[config.mk]
export PLATFORM = sky130hd
export DESIGN_NAME = xorshift128p_ranged_random_flat
export DESIGN_NICKNAME = d
export VERILOG_FILES = /design/src/rtl/core/xrr_pkg.sv /design/src/rtl/core/xrr_if.sv /design/src/rtl/core/xrr_front.sv /design/src/rtl/core/xrr_fifo.sv /design/src/rtl/core/xrr_back.sv /design/src/rtl/core/xorshift128p_ranged_random.sv /design/src/flat_wrapper.sv
export VERILOG_INCLUDE_DIRS = /design/src /design/src/rtl/core
export SDC_FILE = /design/constraint.sdc
export NUM_CORES = 2
export LEC_CHECK = 0
export ABC_AREA = 1
export BUFFER_PORTS_ARGS = -buffer_cell sky130_fd_sc_hd__buf_2
export CAP_MARGIN = 10
export CORE_MARGIN = 5
export CORE_UTILIZATION = 40
export DETAILED_ROUTE_END_ITERATION = 12
export PLACE_DENSITY_LB_ADDON = 0.15
export RECOVER_POWER = 100
export SETUP_SLACK_MARGIN = 0.2
export SLEW_MARGIN = 15
export SYNTH_ARGS = -nofsm -noshare
export SYNTH_HDL_FRONTEND = slang
export SYNTH_SLANG_ARGS = --single-unit
[constraint.sdc]
create_clock -name clk_i -period 13.45 [get_ports clk_i]
set_input_delay 1.345 -clock clk_i [delete_from_list [all_inputs] [get_ports clk_i]]
set_output_delay 1.345 -clock clk_i [all_outputs]
set_load 0.05 [all_outputs]
[src/rtl/core/xorshift128p_ranged_random_assert.svh]
// Assertion macros for the top level of the random source RTL.
`ifndef XORSHIFT128P_RANGED_RANDOM_ASSERT_SVH
`define XORSHIFT128P_RANGED_RANDOM_ASSERT_SVH

// Checks a property at every rising clock edge outside reset.
`define XRR_ASSERT(lbl, prop, msg) \
  lbl: assert property (@(posedge clk_i) disable iff (!rst_ni) (prop)) else $error(msg);

// Checks that a condition is followed by a consequence in the next cycle.
`define XRR_ASSERT_NEXT(lbl, ante, cons, msg) \
  lbl: assert property (@(posedge clk_i) disable iff (!rst_ni) (ante) |=> (cons)) \
    else $error(msg);

`endif

[src/rtl/core/xrr_pkg.sv]
// Shared types and constants of the ranged xorshift128+ random source.
package xrr_pkg;

  // Splitmix64 finalizer constants.
  localparam logic [63:0] SM_GOLDEN     = 64'h9E37_79B9_7F4A_7C15;
  localparam logic [63:0] SM_MUL_A      = 64'hBF58_476D_1CE4_E5B9;
  localparam logic [63:0] SM_MUL_B      = 64'h94D0_49BB_1331_11EB;
  localparam logic [63:0] SM_ZERO_SUBST = 64'h18A2_70F2_4D80_907B;
  localparam int unsigned SM_SHIFT_1    = 30;
  localparam int unsigned SM_SHIFT_2    = 27;
  localparam int unsigned SM_SHIFT_3    = 31;

  // Xorshift128+ shift amounts.
  localparam int unsigned XS_SHIFT_A = 23;
  localparam int unsigned XS_SHIFT_B = 18;
  localparam int unsigned XS_SHIFT_C = 5;

  // Divider sizing: one quotient bit per cycle over the 64-bit draw.
  localparam int unsigned DIV_STEPS = 64;
  localparam int unsigned DIV_CW    = $clog2(DIV_STEPS);

  // Command queue between the front and the back.
  localparam int unsigned Q_DEPTH = 2;
  localparam int unsigned Q_AW    = $clog2(Q_DEPTH);

  typedef enum logic [1:0] {
    CMD_RAW,
    CMD_BAD,
    CMD_FULL,
    CMD_RANGED
  } cmd_kind_e;

  typedef struct packed {
    cmd_kind_e   kind;
    logic [63:0] lo;
    logic [63:0] span;
  } cmd_t;

  typedef struct packed {
    logic full;
    logic empty;
  } q_stat_t;

  typedef struct packed {
    logic seed_busy;
    logic pop;
  } back_stat_t;

  typedef enum logic [2:0] {
    SD_IDLE,
    SD_A0,
    SD_A1,
    SD_A2,
    SD_B0,
    SD_B1,
    SD_B2,
    SD_STORE
  } seed_st_e;

  typedef enum logic [1:0] {
    BK_IDLE,
    BK_DIV,
    BK_DONE
  } back_st_e;

endpackage

[src/rtl/core/xrr_if.sv]
// Request and response channel interfaces of the random source.
interface xrr_req_if;
  logic               valid;
  logic               ready;
  logic               kind;
  logic signed [63:0] range_low;
  logic signed [63:0] range_high;

  modport source (output valid, output kind, output range_low, output range_high,
                  input ready);
  modport sink (input valid, input kind, input range_low, input range_high,
                output ready);
endinterface

interface xrr_rsp_if;
  logic        valid;
  logic        ready;
  logic [63:0] value;
  logic        bad_range;

  modport source (output valid, output value, output bad_range, input ready);
  modport sink (input valid, input value, input bad_range, output ready);
endinterface

[src/rtl/core/xrr_front.sv]
// Request front end: accepts items and classifies them into queue commands.
module xrr_front (
  xrr_req_if.sink          req_i,
  input  xrr_pkg::q_stat_t q_stat_i,
  output logic             push_o,
  output xrr_pkg::cmd_t    wdata_o
);
  import xrr_pkg::*;

  logic [63:0] span;
  logic        bad;

  assign span = req_i.range_high - req_i.range_low + 64'd1;
  assign bad  = req_i.range_low > req_i.range_high;

  assign req_i.ready = !q_stat_i.full;
  assign push_o      = req_i.valid && !q_stat_i.full;

  always_comb begin
    wdata_o.lo   = req_i.range_low;
    wdata_o.span = span;
    if (!req_i.kind) begin
      wdata_o.kind = CMD_RAW;
    end else if (bad) begin
      wdata_o.kind = CMD_BAD;
    end else if (span == 64'd0) begin
      wdata_o.kind = CMD_FULL;
    end else begin
      wdata_o.kind = CMD_RANGED;
    end
  end

endmodule

[src/rtl/core/xrr_fifo.sv]
// Short command queue between the front end and the back end.
module xrr_fifo (
  input  logic             clk_i,
  input  logic             rst_ni,
  input  logic             push_i,
  input  xrr_pkg::cmd_t    wdata_i,
  input  logic             pop_i,
  output xrr_pkg::cmd_t    rdata_o,
  output xrr_pkg::q_stat_t stat_o
);
  import xrr_pkg::*;

  cmd_t              mem_q [Q_DEPTH];
  logic [Q_AW-1:0]   wr_ptr_q;
  logic [Q_AW-1:0]   rd_ptr_q;
  logic [Q_AW:0]     count_q;
  logic [Q_AW:0]     count_d;

  assign stat_o.full  = count_q == (Q_AW + 1)'(Q_DEPTH);
  assign stat_o.empty = count_q == '0;
  assign rdata_o      = mem_q[rd_ptr_q];

  always_comb begin
    count_d = count_q;
    if (push_i && !pop_i) begin
      count_d = count_q + 1'b1;
    end else if (pop_i && !push_i) begin
      count_d = count_q - 1'b1;
    end
  end

  always_ff @(posedge clk_i or negedge rst_ni) begin
    if (!rst_ni) begin
      wr_ptr_q <= '0;
      rd_ptr_q <= '0;
      count_q  <= '0;
    end else begin
      count_q <= count_d;
      if (push_i) begin
        wr_ptr_q <= wr_ptr_q + 1'b1;
      end
      if (pop_i) begin
        rd_ptr_q <= rd_ptr_q + 1'b1;
      end
    end
  end

  always_ff @(posedge clk_i) begin
    if (push_i) begin
      mem_q[wr_ptr_q] <= wdata_i;
    end
  end

endmodule

[src/rtl/core/xrr_back.sv]
// Back end: generator state, splitmix seeding, range divider and result register.
module xrr_back (
  input  logic                clk_i,
  input  logic                rst_ni,
  input  logic                seed_we_i,
  input  logic [63:0]         seed_wdata_i,
  input  xrr_pkg::q_stat_t    q_stat_i,
  input  xrr_pkg::cmd_t       q_rdata_i,
  xrr_rsp_if.source           rsp_o,
  output xrr_pkg::back_stat_t stat_o
);
  import xrr_pkg::*;

  // Generator and seeding state.
  logic [63:0] gen_a_q, gen_a_d;
  logic [63:0] gen_b_q, gen_b_d;
  logic [63:0] seed_q, seed_d;
  logic [63:0] w_q, w_d;
  logic [63:0] acc_q, acc_d;
  logic        pass_q, pass_d;
  seed_st_e    sd_q, sd_d;

  // Item processing state.
  back_st_e        bk_q, bk_d;
  logic [63:0]     lo_q, lo_d;
  logic [63:0]     span_q, span_d;
  logic [63:0]     rem_q, rem_d;
  logic [63:0]     dvd_q, dvd_d;
  logic [DIV_CW-1:0] cnt_q, cnt_d;
  logic            rsp_valid_q, rsp_valid_d;
  logic [63:0]     rsp_value_q, rsp_value_d;
  logic            rsp_bad_q, rsp_bad_d;

  // Combinational helpers.
  logic        out_free;
  logic        pop;
  logic [31:0] mul_x;
  logic [31:0] mul_y;
  logic [63:0] prod;
  logic [63:0] mix_t;
  logic [63:0] mix_f;
  logic [63:0] reseed_sum;
  logic [63:0] load_sum;
  logic [63:0] xs_t0;
  logic [63:0] xs_t1;
  logic [63:0] next_b;
  logic [63:0] draw;
  logic [64:0] trial;
  logic [64:0] diff;

  // One xorshift128+ step from the current state words.
  assign xs_t0  = gen_a_q ^ (gen_a_q << XS_SHIFT_A);
  assign xs_t1  = xs_t0 ^ (xs_t0 >> XS_SHIFT_B);
  assign next_b = xs_t1 ^ gen_b_q ^ (gen_b_q >> XS_SHIFT_C);
  assign draw   = next_b + gen_b_q;

  // Shared 32x32 multiplier; the 64-bit low product is built in three passes.
  always_comb begin
    unique case (sd_q)
      SD_A0: begin
        mul_x = w_q[31:0];
        mul_y = SM_MUL_A[31:0];
      end
      SD_A1: begin
        mul_x = w_q[31:0];
        mul_y = SM_MUL_A[63:32];
      end
      SD_A2: begin
        mul_x = w_q[63:32];
        mul_y = SM_MUL_A[31:0];
      end
      SD_B0: begin
        mul_x = w_q[31:0];
        mul_y = SM_MUL_B[31:0];
      end
      SD_B1: begin
        mul_x = w_q[31:0];
        mul_y = SM_MUL_B[63:32];
      end
      SD_B2: begin
        mul_x = w_q[63:32];
        mul_y = SM_MUL_B[31:0];
      end
      SD_IDLE, SD_STORE: begin
        mul_x = w_q[31:0];
        mul_y = SM_MUL_A[31:0];
      end
    endcase
  end

  assign prod       = mul_x * mul_y;
  assign mix_t      = acc_q + {prod[31:0], 32'd0};
  assign mix_f      = mix_t ^ (mix_t >> SM_SHIFT_3);
  assign reseed_sum = seed_q + w_q + SM_GOLDEN;
  assign load_sum   = seed_wdata_i + SM_GOLDEN;

  // Restoring divider step.
  assign trial = {rem_q, dvd_q[63]};
  assign diff  = trial - {1'b0, span_q};

  assign out_free = !rsp_valid_q || rsp_o.ready;

  always_comb begin
    gen_a_d     = gen_a_q;
    gen_b_d     = gen_b_q;
    seed_d      = seed_q;
    w_d         = w_q;
    acc_d       = acc_q;
    pass_d      = pass_q;
    sd_d        = sd_q;
    bk_d        = bk_q;
    lo_d        = lo_q;
    span_d      = span_q;
    rem_d       = rem_q;
    dvd_d       = dvd_q;
    cnt_d       = cnt_q;
    rsp_valid_d = rsp_valid_q && !rsp_o.ready;
    rsp_value_d = rsp_value_q;
    rsp_bad_d   = rsp_bad_q;
    pop         = 1'b0;

    // Seeding sequencer.
    unique case (sd_q)
      SD_IDLE: begin
      end
      SD_A0: begin
        acc_d = prod;
        sd_d  = SD_A1;
      end
      SD_A1: begin
        acc_d = mix_t;
        sd_d  = SD_A2;
      end
      SD_A2: begin
        w_d  = mix_t ^ (mix_t >> SM_SHIFT_2);
        sd_d = SD_B0;
      end
      SD_B0: begin
        acc_d = prod;
        sd_d  = SD_B1;
      end
      SD_B1: begin
        acc_d = mix_t;
        sd_d  = SD_B2;
      end
      SD_B2: begin
        w_d  = (mix_f == 64'd0) ? SM_ZERO_SUBST : mix_f;
        sd_d = SD_STORE;
      end
      SD_STORE: begin
        if (!pass_q) begin
          gen_a_d = w_q;
          w_d     = reseed_sum ^ (reseed_sum >> SM_SHIFT_1);
          pass_d  = 1'b1;
          sd_d    = SD_A0;
        end else begin
          gen_b_d = w_q;
          sd_d    = SD_IDLE;
        end
      end
    endcase

    // Item sequencer.
    unique case (bk_q)
      BK_IDLE: begin
        if (!q_stat_i.empty && (sd_q == SD_IDLE) && out_free) begin
          pop = 1'b1;
          unique case (q_rdata_i.kind)
            CMD_RAW: begin
              gen_a_d     = gen_b_q;
              gen_b_d     = next_b;
              rsp_valid_d = 1'b1;
              rsp_value_d = draw;
              rsp_bad_d   = 1'b0;
            end
            CMD_BAD: begin
              rsp_valid_d = 1'b1;
              rsp_value_d = 64'd0;
              rsp_bad_d   = 1'b1;
            end
            CMD_FULL: begin
              gen_a_d     = gen_b_q;
              gen_b_d     = next_b;
              rsp_valid_d = 1'b1;
              rsp_value_d = draw + q_rdata_i.lo;
              rsp_bad_d   = 1'b0;
            end
            CMD_RANGED: begin
              gen_a_d = gen_b_q;
              gen_b_d = next_b;
              lo_d    = q_rdata_i.lo;
              span_d  = q_rdata_i.span;
              rem_d   = 64'd0;
              dvd_d   = draw;
              cnt_d   = '0;
              bk_d    = BK_DIV;
            end
          endcase
        end
      end
      BK_DIV: begin
        rem_d = diff[64] ? trial[63:0] : diff[63:0];
        dvd_d = dvd_q << 1;
        cnt_d = cnt_q + 1'b1;
        if (cnt_q == DIV_CW'(DIV_STEPS - 1)) begin
          bk_d = BK_DONE;
        end
      end
      BK_DONE: begin
        if (out_free) begin
          rsp_valid_d = 1'b1;
          rsp_value_d = lo_q + rem_q;
          rsp_bad_d   = 1'b0;
          bk_d        = BK_IDLE;
        end
      end
      default: begin
        bk_d = BK_IDLE;
      end
    endcase

    // A seed write restarts the seeding sequence.
    if (seed_we_i) begin
      seed_d = seed_wdata_i;
      w_d    = load_sum ^ (load_sum >> SM_SHIFT_1);
      pass_d = 1'b0;
      sd_d   = SD_A0;
    end
  end

  always_ff @(posedge clk_i or negedge rst_ni) begin
    if (!rst_ni) begin
      gen_a_q     <= 64'd0;
      gen_b_q     <= 64'd1;
      seed_q      <= 64'd0;
      pass_q      <= 1'b0;
      sd_q        <= SD_IDLE;
      bk_q        <= BK_IDLE;
      rsp_valid_q <= 1'b0;
    end else begin
      gen_a_q     <= gen_a_d;
      gen_b_q     <= gen_b_d;
      seed_q      <= seed_d;
      pass_q      <= pass_d;
      sd_q        <= sd_d;
      bk_q        <= bk_d;
      rsp_valid_q <= rsp_valid_d;
    end
  end

  always_ff @(posedge clk_i) begin
    w_q         <= w_d;
    acc_q       <= acc_d;
    lo_q        <= lo_d;
    span_q      <= span_d;
    rem_q       <= rem_d;
    dvd_q       <= dvd_d;
    cnt_q       <= cnt_d;
    rsp_value_q <= rsp_value_d;
    rsp_bad_q   <= rsp_bad_d;
  end

  assign rsp_o.valid     = rsp_valid_q;
  assign rsp_o.value     = rsp_value_q;
  assign rsp_o.bad_range = rsp_bad_q;

  assign stat_o.seed_busy = sd_q != SD_IDLE;
  assign stat_o.pop       = pop;

endmodule

[src/rtl/core/xorshift128p_ranged_random.sv]
// Top level of the ranged xorshift128+ random source.
//
// This block is an xorshift128+ random source with splitmix64 seeding. Each
// request on req_i returns one result on rsp_o and, unless its range is bad,
// advances the two 64-bit state words once: a raw request (kind 0) returns the
// 64-bit sum output, and a ranged request (kind 1) returns range_low plus the
// draw modulo the span range_high - range_low + 1. When the span covers all
// 2^64 values, the draw plus range_low is returned. When range_low is above
// range_high (signed compare), bad_range is set, value is zero and the state
// does not move. A front end accepts and classifies requests into a two-entry
// command queue, so until it is full requests keep being taken while the back
// end works or while a result waits in the output register. Raw, full-span and
// bad-range requests finish in the back end's idle state, so they can stream
// at one item per cycle while rsp_o is ready and no reseed runs. A ranged
// request with a nonzero span advances the state, runs the restoring divider
// (one quotient bit per cycle) and adds the lower bound; that divider sets the
// rate of ranged draws. A write to the seed register (seed_we_i) reloads both
// state words through the splitmix64 finalizer, built on one shared 32x32
// multiplier, while queued requests wait. Seed writes must be made by the user
// only while no request is outstanding; the block does not enforce this.
module xorshift128p_ranged_random (
  input  logic        clk_i,
  input  logic        rst_ni,
  xrr_req_if.sink     req_i,
  xrr_rsp_if.source   rsp_o,
  input  logic        seed_we_i,
  input  logic [63:0] seed_wdata_i
);
  import xrr_pkg::*;

  logic       q_push;
  cmd_t       q_wdata;
  cmd_t       q_rdata;
  q_stat_t    q_stat;
  back_stat_t bk_stat;

  // Classification of incoming items.
  xrr_front u_front (
    .req_i    (req_i),
    .q_stat_i (q_stat),
    .push_o   (q_push),
    .wdata_o  (q_wdata)
  );

  // Command queue decoupling the front from the back.
  xrr_fifo u_fifo (
    .clk_i   (clk_i),
    .rst_ni  (rst_ni),
    .push_i  (q_push),
    .wdata_i (q_wdata),
    .pop_i   (bk_stat.pop),
    .rdata_o (q_rdata),
    .stat_o  (q_stat)
  );

  // Generator, seeding, divider and result register.
  xrr_back u_back (
    .clk_i        (clk_i),
    .rst_ni       (rst_ni),
    .seed_we_i    (seed_we_i),
    .seed_wdata_i (seed_wdata_i),
    .q_stat_i     (q_stat),
    .q_rdata_i    (q_rdata),
    .rsp_o        (rsp_o),
    .stat_o       (bk_stat)
  );

`include "xorshift128p_ranged_random_assert.svh"

  // The back end never takes a command from an empty queue.
  `XRR_ASSERT(a_pop_nonempty, !(bk_stat.pop && q_stat.empty), "pop from empty queue")
  // No command is executed while the state words are being reseeded.
  `XRR_ASSERT(a_no_pop_seeding, !(bk_stat.pop && bk_stat.seed_busy), "pop during seeding")
  // A seed write always starts the reseed sequence.
  `XRR_ASSERT_NEXT(a_seed_starts, seed_we_i, bk_stat.seed_busy, "seed write not taken")
  // A bad range result always carries a zero value.
  `XRR_ASSERT(a_bad_zero, !(rsp_o.valid && rsp_o.bad_range && |rsp_o.value), "bad range value")

endmodule
[src/flat_wrapper.sv]
// flat-port wrapper written by rule: the top's interface ports become plain ports
module xorshift128p_ranged_random_flat import xrr_pkg::*;
  (clk_i, rst_ni, seed_we_i, seed_wdata_i, req_i_valid, req_i_kind, req_i_range_low, req_i_range_high, req_i_ready, rsp_o_valid, rsp_o_value, rsp_o_bad_range, rsp_o_ready);
  xrr_req_if req_i_i ();
  xrr_rsp_if rsp_o_i ();
  input  logic clk_i;
  input  logic rst_ni;
  input  logic seed_we_i;
  input  logic [63:0] seed_wdata_i;
  input wire logic [$bits(req_i_i.valid)-1:0] req_i_valid;
  input wire logic [$bits(req_i_i.kind)-1:0] req_i_kind;
  input wire logic [$bits(req_i_i.range_low)-1:0] req_i_range_low;
  input wire logic [$bits(req_i_i.range_high)-1:0] req_i_range_high;
  output wire logic [$bits(req_i_i.ready)-1:0] req_i_ready;
  output wire logic [$bits(rsp_o_i.valid)-1:0] rsp_o_valid;
  output wire logic [$bits(rsp_o_i.value)-1:0] rsp_o_value;
  output wire logic [$bits(rsp_o_i.bad_range)-1:0] rsp_o_bad_range;
  input wire logic [$bits(rsp_o_i.ready)-1:0] rsp_o_ready;
  assign req_i_i.valid = req_i_valid;
  assign req_i_i.kind = req_i_kind;
  assign req_i_i.range_low = req_i_range_low;
  assign req_i_i.range_high = req_i_range_high;
  assign req_i_ready = req_i_i.ready;
  assign rsp_o_valid = rsp_o_i.valid;
  assign rsp_o_value = rsp_o_i.value;
  assign rsp_o_bad_range = rsp_o_i.bad_range;
  assign rsp_o_i.ready = rsp_o_ready;
  xorshift128p_ranged_random u_core (.clk_i(clk_i), .rst_ni(rst_ni), .req_i(req_i_i), .rsp_o(rsp_o_i), .seed_we_i(seed_we_i), .seed_wdata_i(seed_wdata_i));
endmodule
=== Word-level counts from Yosys, hierarchy flattened ===
Memory sizes are Yosys's and may differ from the RTL's.
Index checks and enable logic that the tools add are counted.

* Register bits after elaboration: 658
* Memory bits (writable): 260
* Input port bits: 198
* Output and inout port bits: 67
* Logic and storage cells: 165
* Memories: 1

{| class="wikitable"
|+ Memories
! name !! words !! width !! read ports !! clocked after memory_dff !! wr ports !! line !! source
|-
| u_core.u_fifo.mem_q || 2 || 130 || 1 || 0 || 1 || xrr_fifo.sv:13 || <nowiki>cmd_t mem_q [Q_DEPTH];</nowiki>
|}

* Add/subtract/negate cells: 15
* Multiply operators: 1
* Magnitude comparators: 1
* Equal/unequal tests: 21
* Muxes and demuxes: 58
* Bitwise logic cells: 8
* Reductions and logical operators: 41

{| class="wikitable"
|+ Operators with widths
! operator !! number
|-
| two-way mux 64 bit || 20
|-
| one-hot mux 64 bit (2 select lines) || 4
|-
| one-hot mux 64 bit (3 select lines) || 2
|-
| adder 64 bit || 5
|-
| adder 64 bit, second input constant || 2
|-
| zero test 64 bit || 2
|-
| one-hot mux 32 bit (4 select lines) || 1
|-
| bitwise XOR 64 x 34 -> 64 bit || 2
|-
| bitwise XOR 64 bit || 2
|-
| subtractor 65 x 64 -> 65 bit || 1
|-
| adder 64 x 1 -> 64 bit, second input constant || 1
|-
| greater-than comparator 64 bit || 1
|-
| multiplier 32 x 32 -> 64 bit || 1
|-
| one-hot mux 32 bit (2 select lines) || 1
|-
| subtractor 64 bit || 1
|-
| bitwise XOR 64 x 33 -> 64 bit || 1
|-
| bitwise XOR 64 x 37 -> 64 bit || 1
|-
| bitwise XOR 64 x 46 -> 64 bit || 1
|-
| bitwise XOR 64 x 59 -> 64 bit || 1
|-
| one-hot mux 3 bit (7 select lines) || 1
|-
| two-way mux 2 bit || 8
|-
| two-way mux 1 bit || 13
|-
| equality test 3 bit, second input constant || 4
|-
| two-way mux 6 bit || 2
|-
| other kinds (33) || 67
|}

=== Longest topological paths before layout ===
* Word-level depth: 10
* Depth in mapped cells: 55
* Depth with buffers taken out: 53

=== Modules after synthesis ===
From an unflattened synthesis, not the netlist that was laid out.

* Cell total of the unflattened synthesis: 13677
* Area total of the unflattened synthesis: 106458.4 um2

{| class="wikitable"
|+ By module, submodules not included
! module !! times used !! cells each !! area each (um2) !! sequential area each (um2)
|-
| xrr_back || 1 || 11388 || 87012.2 || 18644.1
|-
| xrr_fifo || 1 || 430 || 9963.3 || 7907.6
|-
| xrr_front || 1 || 1859 || 9482.8 || 0.0
|}

=== Worst setup path before layout ===
Ideal clock, no wire load.

* Path kind: in2reg
* Start point: input rsp_o_ready
* End point: register u_core.u_back.cnt_q[0] (enable)
* Library setup time: 0.826 ns
* Data arrival time: 11.582 ns
* Required time: 12.624 ns
* Path slack: 1.043 ns
* Stages: 4
* Buffers on the path: 0
* Cell sequence: nor2_1 -> nor4_1 -> nor2_1 -> a211oi_1

* Cells in the longest elaborated chain, start to end: 4

{| class="wikitable"
|+ Ends and longest elaborated chain
! item !! line !! source
|-
| start, declared || flat_wrapper.sv:18 || <nowiki>input wire logic [$bits(rsp_o_i.ready)-1:0] rsp_o_ready;</nowiki>
|-
| logical OR 1 bit || xrr_back.sv:101 || <nowiki>assign out_free = !rsp_valid_q || rsp_o.ready;</nowiki>
|-
| logical AND 1 bit || xrr_back.sv:166 || <nowiki>if (!q_stat_i.empty && (sd_q == SD_IDLE) && out_free) begin</nowiki>
|-
| inequality test 2 bit (no line) || n/a ||
|-
| AND reduction 3 bit (no line) || n/a ||
|-
| end signal, assigned || xrr_back.sv:258 || <nowiki>cnt_q <= cnt_d;</nowiki>
|-
| end, declared || xrr_back.sv:29 || <nowiki>logic [DIV_CW-1:0] cnt_q, cnt_d;</nowiki>
|}

Every way passes these cells.
A chain may end at the register's enable or synchronous reset.

=== Worst setup path in the final report ===
* Start point: register u_core.u_back.sd_q[0]
* End point: register u_core.u_back.w_q[6], data pin

* Cells in the longest elaborated chain, start to end: 10
* Elaborated cells between the ends (all ways): 22
* Classes of those cells: 1 x add/sub; 1 x mul; 7 x eq/ne; 5 x mux; 2 x bitwise; 6 x reduce/logical

{| class="wikitable"
|+ Ends and longest elaborated chain
! item !! line !! source
|-
| start, declared || xrr_back.sv:21 || <nowiki>seed_st_e sd_q, sd_d;</nowiki>
|-
| start signal, assigned || xrr_back.sv:237 || <nowiki>sd_q <= SD_IDLE;</nowiki>
|-
| start signal, assigned || xrr_back.sv:245 || <nowiki>sd_q <= sd_d;</nowiki>
|-
| equality test 3 bit (tied with other cells) || xrr_back.sv:59, xrr_back.sv:123 ||
|-
| OR reduction 4 bit (no line) (tied with other cells) || n/a ||
|-
| one-hot mux 32 bit (4 select lines) or one-hot mux 32 bit (2 select lines) (tied branches) || xrr_back.sv:59 || <nowiki>unique case (sd_q)</nowiki>
|-
| multiplier 32 x 32 -> 64 bit || xrr_back.sv:91 || <nowiki>assign prod = mul_x * mul_y;</nowiki>
|-
| adder 64 bit || xrr_back.sv:92 || <nowiki>assign mix_t = acc_q + {prod[31:0], 32'd0};</nowiki>
|-
| bitwise XOR 64 x 33 -> 64 bit || xrr_back.sv:93 || <nowiki>assign mix_f = mix_t ^ (mix_t >> SM_SHIFT_3);</nowiki>
|-
| zero test 64 bit || xrr_back.sv:147 || <nowiki>w_d = (mix_f == 64'd0) ? SM_ZERO_SUBST : mix_f;</nowiki>
|-
| two-way mux 64 bit || xrr_back.sv:147 ||
|-
| one-hot mux 64 bit (3 select lines) * || xrr_back.sv:123 || <nowiki>unique case (sd_q)</nowiki>
|-
| two-way mux 64 bit * || xrr_back.sv:223 || <nowiki>if (seed_we_i) begin</nowiki>
|-
| named net u_core.u_back.w_d[6] || xrr_back.sv:18 || <nowiki>logic [63:0] w_q, w_d;</nowiki>
|-
| end signal, assigned || xrr_back.sv:252 || <nowiki>w_q <= w_d;</nowiki>
|-
| end, declared || xrr_back.sv:18 ||
|}

The timed path passes the listed nets; every way through them passes the cells marked *. The select of a mux whose other input is x is not followed.

==> impl_metrics.py <==
metrics = {
    "setup_path": {
        "critPathBufInv": 9,
        "path_class": "flop to flop",
        "cp_common_cell": "nand2_1",
        "critPathRequiredTime_ns": 14.03,
        "r2r_end": "u_core.u_back.w_q[6]",
        "cp_slowest_cell": "clkbuf_1",
        "cp_max_fo": 30,
        "ff2ff_path_depth": 44,
        "rrSetupSlack_ns": 0.70,
        "cp_top_family": "adder cells",
        "end_kind": "flop",
        "crit_path_max_incr_delay_ns": 0.71,
        "worstPathArrival_ns": 13.34,
        "reg2reg_from": "u_core.u_back.sd_q[0]",
        "critPathLaunchType": "flop",
    },
    "sta": {
        "tightest_slew_ns": 8.62,
        "max_slew_margin": -4.75,
        "setup_tns_ns": 0,
        "period_minus_slack_ns": 12.75,
        "rsz0062_at_grt": "false",
        "drv_slew": 1863,
        "max_freq_ghz": 0.0784,
        "fin_skew_ns": 0.0563,
        "setup_viol": 0,
        "period_share": 0.948,
        "hold_viol": 0,
    },
    "run_status": {
        "status": "finished with violations",
        "violations": "capacitance limit, slew limit",
    },
    "routing": {
        "drt_iter0_markers": 10458,
        "routedWlPerCell_um": 26.7,
        "drc": 0,
        "drt_wl_total_um": 457000,
        "vias": 94333,
        "viasPerCell": 5.50,
        "ant_nets": 0,
        "first_pass_iters": 6,
    },
    "global_route": {
        "grt_use_total": 0.329,
        "grt_pass1_wl_um": 650000,
        "grtUsageMet3": 0.0612,
        "busiest_layer": "met2",
        "use_met2": 0.500,
        "grt_pass1_vias": 91159,
        "grt_max_degree": 152,
        "met1_usage": 0.456,
        "grt_antenna_before_repair": 31,
        "overflow": 0,
    },
    "hold_path": {
        "min_path_type": "flop to flop",
        "holdPathStages": 2,
        "min_from": "u_core.u_back.seed_q[34]",
        "hold_path_end": "u_core.u_back.seed_q[34]",
    },
    "floorplanning": {
        "die_area_um2": 270000,
        "dieHeight_um": 520,
        "boundaryPins": 265,
        "num_rows": 187,
        "dieWidth_um": 520,
        "initial_core_util": 0.401,
        "core_um2": 259000,
    },
    "clocking": {
        "clk_pin_slew_ns": 0.06,
        "ctsHtreeMaxLevel": 3,
        "clock_path_buffers": 3,
        "root_buffer": "clkbuf_16",
        "tritoncts": "built",
        "clock-sinks": 918,
        "ctsHoldBuffers": 0,
        "clk_latency_ns": 0.77,
        "cts_buffers": 102,
    },
    "synthesis": {
        "yosysWarnings": 0,
        "ys_seq_elements": 918,
        "async_flop_share": 0.221,
        "synth_cells": 13457,
        "syn-num-nets": 15423,
        "synthesis.area_um2": 104000,
        "synth_edf_count": 715,
        "syn_avg_cell_area_um2": 7.73,
        "ys_types": 70,
        "ys.flop_type": "edfxtp_1",
        "ys_seq_area_frac": 0.255,
    },
    "final_layout": {
        "final_net_count": 15606,
        "area_growth_pct": 8.15,
        "final_cell_mix": "nand2_1 (2,848), inv_1 (2,432), nor2_1 (1,514)",
        "drive_above_1_share": 0.0352,
        "layout_commonest_cell": "nand2_1",
    },
    "job": {
        "maxCapViolations": 33,
    },
    "placed_design": {
        "dp_hpwl_um": 385000,
        "place_congestion": 1.03,
        "port_buffers": 264,
    },
}
[timing repair]
item | CTS | global route
gates resized for setup | 0 | 1
setup endpoints to repair | 0 | 3
setup buffers | 0 | 0
[area by class of cell]
class                   instances  area, um^2
multi-input cells            9797       67200
well taps                    3402        4260
repair buffers                366        1800
inverters                    2455        9220
clock buffers                 129        2750
fillers                     27028      147000
diodes                         15        37.5
flip-flops and latches        918       26600
clock inverters                58         662
[synth_stat cells, types with 14 or more instances]
master	instances	share of area
nand2_1	2847	0.10
inv_1	2432	0.088
nor2_1	1521	0.055
ha_1	937	0.11
fa_1	831	0.16
a21oi_1	822	0.040
edfxtp_1	715	0.21
o21ai_0	684	0.033
nand3_1	541	0.026
xor2_1	363	0.031
a31oi_1	263	0.016
clkbuf_1	245	0.0088
xnor2_1	210	0.018
dfrtp_1	202	0.049
nor3_1	108	0.0052
a21o_1	84	0.0061
nand4_1	64	0.0038
or2_2	60	0.0036
o21a_1	56	0.0040
nand3b_1	52	0.0038
o211ai_1	45	0.0032
nor4_1	39	0.0023
o21bai_1	35	0.0025
o21ai_1	27	0.0013
a21boi_0	26	0.0019
buf_1	21	0.00076
a211oi_1	20	0.0014
inv_2	20	0.00072
and3_1	19	0.0011
buf_2	17	0.00082
o22ai_1	15	0.00090
o221ai_1	14	0.0012
[cells by family (layout without fill, tap and decap cells)]
group           count (synthesis)  in the layout  synth area share
fa+ha+maj                    1768           1768             0.273
xor+xnor                      579            579            0.0495
buf+inv                      2742           3008            0.0995
mux                             3              3          0.000301
simple gates                 5283           5283             0.206
flops                         918            918             0.255
compound gates               2164           2164             0.117
other cells                     0             15                 0
[routing by layer]
layer  share of wire  vias to the layer above  routed length [um]
met4           0.055                        6               25200
met1            0.43                    45659              195000
li1                -                    43671                   -
met3           0.085                      807               39000
met2            0.43                     4190              197000
met5        0.000055                        -                  25
[how the worst max path moves through the flow]
stage | start | end | slack, ns | cells past startpoint
5_1_grt | u_core.u_back.sd_q[1] | u_core.u_back.w_q[23] | 0.16 | 46
3_3_place_gp | u_core.u_back.sd_q[0] | u_core.u_back.w_q[33] | 1.12 | 43
3_5_place_dp | u_core.u_back.sd_q[0] | u_core.u_back.w_q[30] | 1.01 | 43
6_report | u_core.u_back.sd_q[0] | u_core.u_back.w_q[6] | 0.70 | 44
4_1_cts | u_core.u_back.sd_q[0] | u_core.u_back.w_q[6] | 0.92 | 43
2_1_floorplan | rsp_o_ready | u_core.u_back.cnt_q[0] | 1.04 | 4
[worst register-to-register path, delay by kind of cell, from the launching register on]
kind / cells / cell delay, ns
adder cells (fa/ha/maj): 10 / 4.66
AND/OR/NAND/NOR: 17 / 3.03
buffers and inverters: 9 / 2.48
AO/OA/AOI/OAI: 6 / 1.31
XOR/XNOR: 2 / 0.59
flip-flops: 1 / 0.50
[sequential cells by signal (all words and copies together), names as in the netlist, 3 cells and up]
register	cells
u_core.u_fifo.mem_q	260
u_core.u_back.acc_q	64
u_core.u_back.dvd_q	64
u_core.u_back.gen_a_q	64
u_core.u_back.gen_b_q	64
u_core.u_back.lo_q	64
u_core.u_back.rem_q	64
u_core.u_back.rsp_o.value	64
u_core.u_back.seed_q	64
u_core.u_back.span_q	64
u_core.u_back.w_q	64
u_core.u_back.cnt_q	6
u_core.u_back.sd_q	3
[stage by stage]
stage	setup slack, ns	instance area [um^2]	utilization	hold slack [ns]	cells
floorplan	1.04	104000	-	0.448	13457
global placement	1.12	109000	0.422	0.482	16938
detailed placement	1.01	109000	0.422	0.482	16938
CTS	0.917	113000	0.435	0.499	17125
global route	0.161	112000	0.434	0.517	17128
finish	0.695	112000	0.434	0.493	17140
Power is left out: the tool's default activity adds up to more than one toggle a clock period on the data nets, which glitch-free logic cannot reach.
